$ cat src/rtl/swah_pkg.sv
// ----------------------------------------------------------------------------
// swah_pkg
// Shared types, step codes and build-time coefficient table maths for the
// stereo auto-wah filter.
// ----------------------------------------------------------------------------
package swah_pkg;

    // Resonator coefficients, all Q3.20
    typedef struct packed {
        logic signed [23:0] gain;
        logic signed [23:0] fb1;
        logic signed [23:0] fb2;
    } coef_t;

    // Lane schedule step codes
    typedef logic [3:0] step_t;

    localparam step_t STEP_FB1  = 4'd0;
    localparam step_t STEP_FB2  = 4'd1;
    localparam step_t STEP_SUM  = 4'd2;
    localparam step_t STEP_W0   = 4'd3;
    localparam step_t STEP_GAIN = 4'd4;
    localparam step_t STEP_Y    = 4'd5;
    localparam step_t STEP_WET  = 4'd6;
    localparam step_t STEP_DRY  = 4'd7;
    localparam step_t STEP_MIX  = 4'd8;
    localparam step_t STEP_MAG  = 4'd9;
    localparam step_t STEP_DIV  = 4'd10;
    localparam step_t STEP_OUT  = 4'd11;
    localparam step_t STEP_LAST = STEP_OUT;

    // Sequencer to lane control
    typedef struct packed {
        logic  load;
        logic  run;
        step_t step;
    } lane_ctl_t;

    // Configuration register indexes
    typedef logic [1:0] cfg_index_t;

    localparam cfg_index_t REG_WET_MIX  = 2'd0;
    localparam cfg_index_t REG_LFO_STEP = 2'd1;

    localparam logic [8:0]  WET_FULL      = 9'd256;
    localparam logic [8:0]  WET_RESET     = 9'd128;
    localparam logic [14:0] LFO_STEP_RESET = 15'd594;

    localparam coef_t COEF_RESET = '{gain: 24'sd1048576, fb1: 24'sd0, fb2: 24'sd0};

    // Output scaling: divide by 1280 as a shift by 8 then a divide by 5.
    // Magnitudes at or above 5 * 2^23 saturate anyway, so clamp there first.
    localparam logic [25:0] MAG_CAP     = 26'd41943040;
    localparam logic [25:0] RECIP_FIVE  = 26'd53687092;
    localparam int          RECIP_SHIFT = 28;

    // Q30 constants for the table build
    localparam logic [63:0] Q30_ONE     = 64'd1073741824;
    localparam logic [63:0] PI_Q30      = 64'd3373259426;
    localparam logic [63:0] PI_HALF_Q30 = 64'd1686629713;
    localparam logic [63:0] LN2_Q30     = 64'd744261118;

    // Restoring divide, elaboration use only
    function automatic logic [63:0] div_u64(input logic [63:0] num, input logic [63:0] den);
        logic [64:0] rem;
        logic [63:0] quo;
        rem = '0;
        quo = '0;
        for (int i = 63; i >= 0; i--) begin
            rem = {rem[63:0], num[i]};
            if (rem >= {1'b0, den}) begin
                rem    = rem - {1'b0, den};
                quo[i] = 1'b1;
            end
        end
        return quo;
    endfunction

    // sin or cos of x (Q30 radians, first quadrant), Q30 result
    function automatic longint trig_series(input logic [63:0] x, input logic sine);
        logic [63:0] x2;
        logic [63:0] term;
        logic [63:0] den;
        longint      sum;
        x2   = (x * x) >> 30;
        term = sine ? x : Q30_ONE;
        sum  = longint'(term);
        for (int n = 1; n <= 9; n++) begin
            if (sine) begin
                den = 64'((2 * n) * (2 * n + 1));
            end else begin
                den = 64'((2 * n - 1) * (2 * n));
            end
            term = div_u64((term * x2) >> 30, den);
            if ((n & 1) != 0) begin
                sum = sum - longint'(term);
            end else begin
                sum = sum + longint'(term);
            end
        end
        return sum;
    endfunction

    // cos of a 32-bit fraction of a turn, Q30
    function automatic longint cos_turn(input logic [31:0] t);
        logic [63:0] x;
        longint      res;
        x = ({34'd0, t[29:0]} * PI_HALF_Q30) >> 30;
        case (t[31:30])
            2'd0:    res = trig_series(x, 1'b0);
            2'd1:    res = -trig_series(x, 1'b1);
            2'd2:    res = -trig_series(x, 1'b0);
            default: res = trig_series(x, 1'b1);
        endcase
        return res;
    endfunction

    // 2^y, y and result Q30
    function automatic logic [63:0] exp2_q30(input logic [63:0] y);
        logic [63:0] n;
        logic [63:0] z;
        logic [63:0] term;
        logic [63:0] sum;
        n    = y >> 30;
        z    = ((y & 64'h3FFF_FFFF) * LN2_Q30) >> 30;
        term = Q30_ONE;
        sum  = term;
        for (int i = 1; i <= 12; i++) begin
            term = div_u64((term * z) >> 30, 64'(i));
            sum  = sum + term;
        end
        if (n > 64'd7) begin
            n = 64'd7;
        end
        return sum << n;
    endfunction

    // Q30 to Q3.20: round half away from zero, saturate to 24 bits
    function automatic logic signed [23:0] q30_to_coef(input longint v);
        logic [63:0]        m;
        longint             r;
        logic signed [23:0] res;
        m = (v < 0) ? 64'(-v) : 64'(v);
        m = (m + 64'd512) >> 10;
        r = (v < 0) ? -longint'(m) : longint'(m);
        if (r > 64'sd8388607) begin
            res = 24'sh7FFFFF;
        end else if (r < -64'sd8388608) begin
            res = 24'sh800000;
        end else begin
            res = 24'(r);
        end
        return res;
    endfunction

    // One coefficient table entry
    function automatic coef_t coef_entry(input int unsigned k, input int unsigned depth,
                                         input int unsigned rate);
        logic [31:0] t;
        longint      s;
        longint      cv;
        longint      a1_30;
        longint      a2_30;
        logic [63:0] th;
        logic [63:0] g30;
        logic [63:0] f0q16;
        logic [63:0] eq;
        logic [63:0] ratio;
        logic [63:0] c30;
        logic [63:0] r30;
        logic [63:0] cmag;
        logic [63:0] pr;
        coef_t       e;
        t = 32'(div_u64({32'(k), 32'd0}, 64'(depth)));
        s = cos_turn(t - 32'h4000_0000) + longint'(Q30_ONE);
        if (s < 0) begin
            s = 0;
        end
        if (s > longint'(2 * Q30_ONE)) begin
            s = longint'(2 * Q30_ONE);
        end
        th    = 64'(s) >> 1;
        g30   = (exp2_q30(2 * th) + 64'd5) / 64'd10;
        f0q16 = (64'd450 * exp2_q30((th * 64'd23 + 64'd5) / 64'd10) + 64'd8192) >> 14;
        eq    = exp2_q30(64'd3 * Q30_ONE - 2 * th);
        ratio = div_u64(f0q16 << 30, eq);
        c30   = div_u64(ratio * PI_Q30, 64'(rate) << 16);
        r30   = (c30 >= Q30_ONE) ? 64'd0 : Q30_ONE - c30;
        cv    = cos_turn(32'(div_u64(f0q16 << 16, 64'(rate))));
        cmag  = (cv < 0) ? 64'(-cv) : 64'(cv);
        pr    = (r30 * cmag + (64'd1 << 28)) >> 29;
        a1_30 = (cv >= 0) ? -longint'(pr) : longint'(pr);
        a2_30 = longint'((r30 * r30 + (64'd1 << 29)) >> 30);
        e.gain = q30_to_coef(longint'(g30));
        e.fb1  = q30_to_coef(a1_30);
        e.fb2  = q30_to_coef(a2_30);
        return e;
    endfunction

endpackage

$ cat src/rtl/swah_lane.sv
// ----------------------------------------------------------------------------
// swah_lane
// One channel of the auto-wah: direct-form-II resonator, wet/dry mix and
// output scaling, all through a single shared 27x32 multiplier.
// ----------------------------------------------------------------------------
module swah_lane (
    input  logic                    aclk,
    input  logic                    aresetn,
    input  swah_pkg::lane_ctl_t     ctl,
    input  logic signed [23:0]      sample,
    input  swah_pkg::coef_t         coef,
    input  logic [8:0]              wet,
    input  logic [8:0]              dry,
    output logic signed [23:0]      result
);

    logic signed [23:0] x_reg;
    logic signed [31:0] d1_reg;
    logic signed [31:0] d2_reg;
    logic signed [31:0] w0_reg;
    logic signed [31:0] y_reg;
    logic signed [58:0] prod_reg;
    logic signed [58:0] acc_reg;
    logic [25:0]        v_reg;
    logic               neg_reg;
    logic signed [23:0] result_reg;

    logic signed [26:0] mult_a;
    logic signed [31:0] mult_b;
    logic signed [58:0] x_ext;
    logic [58:0]        mix_mag;
    logic [58:0]        mix_rnd;
    logic [25:0]        v_next;
    logic [23:0]        quo;
    logic signed [23:0] result_next;

    // Round half away from zero by 2^20, saturate to Q8.23
    function automatic logic signed [31:0] rsat32(input logic signed [58:0] v);
        logic [58:0]        m;
        logic [58:0]        r;
        logic signed [31:0] res;
        m = v[58] ? 59'(-v) : 59'(v);
        r = (m + 59'd524288) >> 20;
        if (v[58]) begin
            res = (r > 59'd2147483648) ? 32'sh8000_0000 : -$signed(r[31:0]);
        end else begin
            res = (r > 59'd2147483647) ? 32'sh7FFF_FFFF : $signed(r[31:0]);
        end
        return res;
    endfunction

    assign x_ext = {{15{x_reg[23]}}, x_reg, 20'd0};

    always_comb begin
        case (ctl.step)
            swah_pkg::STEP_FB1: begin
                mult_a = 27'(coef.fb1);
                mult_b = d1_reg;
            end
            swah_pkg::STEP_FB2: begin
                mult_a = 27'(coef.fb2);
                mult_b = d2_reg;
            end
            swah_pkg::STEP_GAIN: begin
                mult_a = 27'(coef.gain);
                mult_b = w0_reg;
            end
            swah_pkg::STEP_WET: begin
                mult_a = $signed({18'd0, wet});
                mult_b = y_reg;
            end
            swah_pkg::STEP_DRY: begin
                mult_a = $signed({18'd0, dry});
                mult_b = 32'(x_reg);
            end
            swah_pkg::STEP_DIV: begin
                mult_a = $signed({1'b0, v_reg});
                mult_b = $signed({6'd0, swah_pkg::RECIP_FIVE});
            end
            default: begin
                mult_a = '0;
                mult_b = '0;
            end
        endcase
    end

    // Output scaling: (|mix| + 640) >> 8, clamp, then divide by 5
    assign mix_mag = acc_reg[58] ? 59'(-acc_reg) : 59'(acc_reg);
    assign mix_rnd = (mix_mag + 59'd640) >> 8;
    assign v_next  = (mix_rnd > 59'(swah_pkg::MAG_CAP)) ? swah_pkg::MAG_CAP : mix_rnd[25:0];
    assign quo     = prod_reg[swah_pkg::RECIP_SHIFT +: 24];

    always_comb begin
        if (neg_reg) begin
            result_next = -$signed(quo);
        end else if (quo[23]) begin
            result_next = 24'sh7FFFFF;
        end else begin
            result_next = $signed(quo);
        end
    end

    // Delay words: shift once w0 is settled
    always_ff @(posedge aclk) begin
        if (!aresetn) begin
            d1_reg <= '0;
            d2_reg <= '0;
        end else if (ctl.run && ctl.step == swah_pkg::STEP_GAIN) begin
            d2_reg <= d1_reg;
            d1_reg <= w0_reg;
        end
    end

    always_ff @(posedge aclk) begin
        if (ctl.load) begin
            x_reg <= sample;
        end
        prod_reg <= mult_a * mult_b;
        if (ctl.run) begin
            case (ctl.step)
                swah_pkg::STEP_FB2: acc_reg <= x_ext - prod_reg;
                swah_pkg::STEP_SUM: acc_reg <= acc_reg - prod_reg;
                swah_pkg::STEP_W0:  w0_reg  <= rsat32(acc_reg);
                swah_pkg::STEP_Y:   y_reg   <= rsat32(prod_reg);
                swah_pkg::STEP_DRY: acc_reg <= prod_reg;
                swah_pkg::STEP_MIX: acc_reg <= acc_reg + prod_reg;
                swah_pkg::STEP_MAG: begin
                    v_reg   <= v_next;
                    neg_reg <= acc_reg[58];
                end
                swah_pkg::STEP_OUT: result_reg <= result_next;
                default: ;
            endcase
        end
    end

    assign result = result_reg;

endmodule

$ cat config.mk
export PLATFORM = sky130hd
export DESIGN_NAME = swah_lane
export DESIGN_NICKNAME = d
export VERILOG_FILES = /design/src/rtl/swah_pkg.sv /design/src/rtl/swah_lane.sv
export SDC_FILE = /design/constraint.sdc
export NUM_CORES = 2
export LEC_CHECK = 0
export BUFFER_PORTS_ARGS = -buffer_cell sky130_fd_sc_hd__buf_2
export CAP_MARGIN = 20
export CORE_UTILIZATION = 60
export CTS_BUF_LIST = sky130_fd_sc_hd__clkbuf_2 sky130_fd_sc_hd__clkbuf_4 sky130_fd_sc_hd__clkbuf_8
export DETAILED_ROUTE_END_ITERATION = 8
export GPL_ROUTABILITY_DRIVEN = 0
export PLACE_DENSITY = 0.79
export SYNTH_ARGS = -nofsm -noshare
export SYNTH_HDL_FRONTEND = slang
export SYNTH_SLANG_ARGS = --single-unit
export TNS_END_PERCENT = 5
$ cat constraint.sdc
create_clock -name aclk -period 8.7 [get_ports aclk]
set_input_delay 0.435 -clock aclk [delete_from_list [all_inputs] [get_ports aclk]]
set_output_delay 0.435 -clock aclk [all_outputs]
set_load 0.005 [all_outputs]
Word-level counts from Yosys, hierarchy flattened
Cells that the tools add are included.
- register bits after elaboration: 321
- latch bits: 0
- RAM bits: 0
- memory bits (read-only): 0
- input port bits: 122
- output and inout bits: 24
- logic and storage cells: 59
- memories kept: 0
- $add $sub $neg: 11
- multipliers: 1
- divide/modulo/power cells: 0
- magnitude comparators: 5
- eq/ne operators: 11
- shift operators: 0
- multiplexer cells: 13
- bitwise gates (word level): 0
- reduce and logical (&&, ||, !) cells: 8
- operators with widths (kind ; count):
    $pmux 59 s4 ; 1
    $mux 32 ; 6
    $pmux 32 s6 ; 1
    $pmux 27 s6 ; 1
    $add 59x20->59 const B ; 2
    $mux 59 ; 2
    $neg 59->59 ; 2
    $gt 39x31->1 const B ; 2
    $gt 39x32->1 const B ; 2
    $neg 32->32 ; 2
    $add 59x10->59 const B ; 1
    $add 59x59->59 ; 1
    $mul 27x32->59 ; 1
    $sub 44x59->59 ; 1
    $sub 59x59->59 ; 1
    $gt 51x26->1 const B ; 1
    $mux 24 ; 1
    $neg 24->24 ; 1
    $mux 23 ; 1
    $eq 4x3->1 const B ; 4
    $eq 4x4->1 const B ; 4
    $reduce_and 2->1 ; 5
    $eq 4x2->1 const B ; 2
    $eq 4x1->1 const B ; 1
    3 further kinds ; 3

Longest topological paths before layout
- depth in word-level cells: 6
- mapped depth: 37
- mapped depth without buffers: 33

Least setup slack after synthesis
Ideal clock, no wire load.
- kind: input to register
- start: input ctl[0] in the netlist's numbering
- end: register prod_reg[57]
- setup time: 0.091 ns
- arrival: 9.324 ns
- data required time: 8.609 ns
- path slack: -0.715 ns
- stages: 35
- buffers on the path: 5
- cells stage by stage: clkbuf_1 nor4b_1 clkbuf_1 clkbuf_1 clkbuf_1 nand2_1 nand4_1 clkbuf_1 nand2_1 fa_1 inv_1 fa_1 inv_1 fa_1 inv_1 fa_1 ha_1 fa_1 inv_1 fa_1 inv_1 ha_1 and3_1 a221oi_1 o21ai_0 a211oi_1 o31ai_1 a211oi_1 o31a_1 o21ai_0 nand2_1 o311ai_0 a41o_1 a211oi_1 a311oi_1
- word-level cells in the longest chain between the ends: 3
- elaborated cells on any way between the ends: 9
- classes of those cells: 1 x mul; 5 x eq/ne; 2 x mux; 1 x reduce/logical
- RTL lines (element ; line ; source):
    start, declared ; swah_lane.sv:9 ; input swah_pkg::lane_ctl_t ctl,
    $eq 4x4->1 (tied with other cells) ; swah_lane.sv:55 ; case (ctl.step)
    $pmux 27 s6 / $pmux 32 s6 (equally long branches) ; swah_lane.sv:55 ;
    $mul 27x32->59 * ; swah_lane.sv:118 ; prod_reg <= mult_a * mult_b;
    end signal, assigned ; swah_lane.sv:118 ;
    end, declared ; swah_lane.sv:22 ; logic signed [58:0] prod_reg;
Every way passes the cells marked *; elsewhere a longest branch is shown, timed or not.
A chain may end at the register's enable or synchronous reset.

Worst setup path in the final report
- start: register x_reg[9]
- end: register prod_reg[52]
- word-level cells in the longest chain between the ends: 2
- RTL lines (element ; line ; source):
    start, declared ; swah_lane.sv:17 ; logic signed [23:0] x_reg;
    start signal, assigned ; swah_lane.sv:116 ; x_reg <= sample;
    $pmux 32 s6 ; swah_lane.sv:55 ;
    $mul 27x32->59 ; swah_lane.sv:118 ;
Every way passes these cells.

==> results_dict.tcl <==
set metrics [dict create \
    crit_path_frequent_cell "fa_1" \
    h-tree-depth 2 \
    tightest_slew_ns 1.22 \
    grt_max_degree 73 \
    yosysWarnings 0 \
    synth.yosys.seq_area_share_pct 14.3 \
    wirelength_mm 211 \
    worst-path-max-fanout 5 \
    cts_buffer_depth 3 \
    synth.distinct_cells 112 \
    rsz0062_at_grt "yes" \
    critPathTopFamily "adder cells" \
    die_h_microns 315 \
    syn_avg_cell_area_sq_um 8.33 \
    hold_path.class "input pin to register" \
    cts.clk_slew.worst_paths_ns 0.08 \
    hold_depth 1 \
    initial_core_util_pct 60.8 \
    final_hold_viol_count 0 \
    synth-edff-count 198 \
    grt_first_pass_wirelength_mm 323 \
    grt_usage_pct 42.7 \
    powerDensity_nw_per_um2 183 \
    cts-root-buf "clkbuf_8" \
    violations "design-rule violations" \
    rows 114 \
    drv_cap 0 \
    synthCells 7073 \
    drt_pre_antenna_iters 9 \
    setup_violations 0 \
    synth_area_leaders "fa_1 (30%), edfxtp_1 (10%), inv_1 (7.4%)" \
    startpoint "x_reg[9]$_DFFE_PP_" \
    io_pins 146 \
    crit_slowest_cell "fa_1" \
    clock_sinks 321 \
    dp_hpwl_mm 173 \
    r2r_start "x_reg[9]$_DFFE_PP_" \
    synth-async-reset-ratio_pct 0 \
    fin_nets 8737 \
    crit_type "register to register" \
    dieArea_sq_um 99500 \
    vdd_ir_drop_max_mv 0.173 \
    fmaxAchievable_ghz 0.118 \
    worst_slew_margin_rel_pct 17.9 \
    period_needed_ns 8.48 \
    antenna_found_initial 19 \
    fin_util_pct 68.2 \
    ant_nets 0 \
    synth_top_area_cell "fa_1" \
    crit_arrival_ns 9.09 \
    io_buffers 145 \
    first_iter_violations 7193 \
    crit_buf_inv 7 \
    yosysTopAreaCellShare_pct 30.1 \
    crit_required_ns 9.31 \
    hold_path_startpoint "ctl[5]" \
    ys.flop_type "edfxtp_1" \
    grt_overflow 0 \
    core_area_sq_um 97000 \
    status "finished, violations left" \
    critPathCaptureType "register" \
    final-max-slew-violation-count 0 \
    drive_gt1_share_pct 12.1 \
    drt-wirelength-per-cell_microns 24.0 \
    area_growth_pct 12.2 \
    vias 56372 \
    worst_setup_path_start_kind "register" \
    r2r_cells 29 \
    fin_crit_sh_pct 97.4 \
    synth_area_sq_um 58900 \
    viasPerCell 6.42 \
    drc_errors 170 \
    hold_ws_ns 0.365 \
    clk_latency_ns 0.76 \
    postSynthRegisterBits 321 \
    cts_tree "yes" \
    cp.depth 29 \
    leakagePower_uw 0.0305 \
    grt_pass1_vias 56266 \
    slowest_delay_ns 0.58 \
    dieWidth_microns 315 \
    numCtsBuffers 55 \
    syn_nets 8356 \
    clock_skew_ns 0.0932 \
]
## logic make-up after synthesis
| group | Yosys count | synth area share (%) |
|---|---|---|
| AOI/OAI and AO/OA | 1223 | 14.2 |
| xor gates and xnor gates | 395 | 5.88 |
| adders and majority gates | 1161 | 35.9 |
| buffers and inverters | 1537 | 9.90 |
| DFF | 321 | 14.3 |
| muxes | 25 | 0.439 |
| and+or+nand+nor | 2411 | 19.4 |
## cells in the mapped netlist (71+ instances only)
cell type and number:
a21o_1 115, nor3_1 132, nand3_1 121, a21oi_1 254
o21ai_0 206, nand4_1 116, xor2_1 111, dfxtp_1 123
a22oi_1 127, clkbuf_1 328, fa_1 887, nor4_1 71
xnor2_1 283, ha_1 274, edfxtp_1 198, nor2_1 533
nand2_1 1004, inv_1 1159
## cell type report
type                       instances  area (sq um)
multi-input combinational       5215         44900
fill                            7472         30900
tap                             1276          1600
inverter                        1161          4360
clock buffer                      68           880
antenna                           10          25.0
sequential                       321          8410
timing repair buffer             700          5580
clock inverter                    35           395
## worst paths after layout
path	end	slack, ns
worst max-delay path	prod_reg[52]$_DFF_P_	0.22
worst min-delay path	x_reg[11]$_DFFE_PP_	0.37
worst max register to register	prod_reg[52]$_DFF_P_	0.22
worst min register to register	d2_reg[4]$_SDFFE_PN0P_	0.47
## cells in the final DEF, fill, tap and decap left out, drive strengths merged, types with 125 or more instances in the layout
cell type and n:
a21oi 254, a22oi 128, buf 676, edfxtp 198, fa 887, ha 274
inv 1166, nand2 1005, nand3 125, nor2 534, nor3 133, o21ai 214
xnor2 283
## repair_timing
item                                    CTS  global route
pin swaps                                 0             4
endpoints found under the setup margin    1            11
hold endpoints to repair                 24             0
gates resized for setup                   1            23
hold buffers                             24             0
setup buffers                             0             8
## per-layer routing
metal / track usage, % / wire [microns] / vias up
met4: 32.2 / 20600 / 16
met1: 51.6 / 71600 / 26800
met3: 15.6 / 31300 / 1202
li1: - / - / 24105
met5: 0 / 142 / -
met2: 62.4 / 87400 / 4249
## through the flow
stage	power, uW	instance area [sq um]	std cells	worst slack, ns	TNS, ns
6_report	12100	66100	8786	0.224	0
2_1_floorplan	7670	59000	7073	0.0515	0
3_3_place_gp	9860	64400	8638	-0.331	-2.22
3_5_place_dp	10000	64500	8640	-0.515	-4.04
5_1_grt	12700	66100	8777	-0.0255	-0.0322
4_1_cts	11700	66000	8767	0.0893	0
## power breakdown
part / leakage, uW / switching (uW) / internal [uW]
registers: 0.00286 / 528 / 1910
logic: 0.0270 / 4980 / 3040
clock network: 0.000657 / 753 / 872
Power figures use the tool's default switching activity.
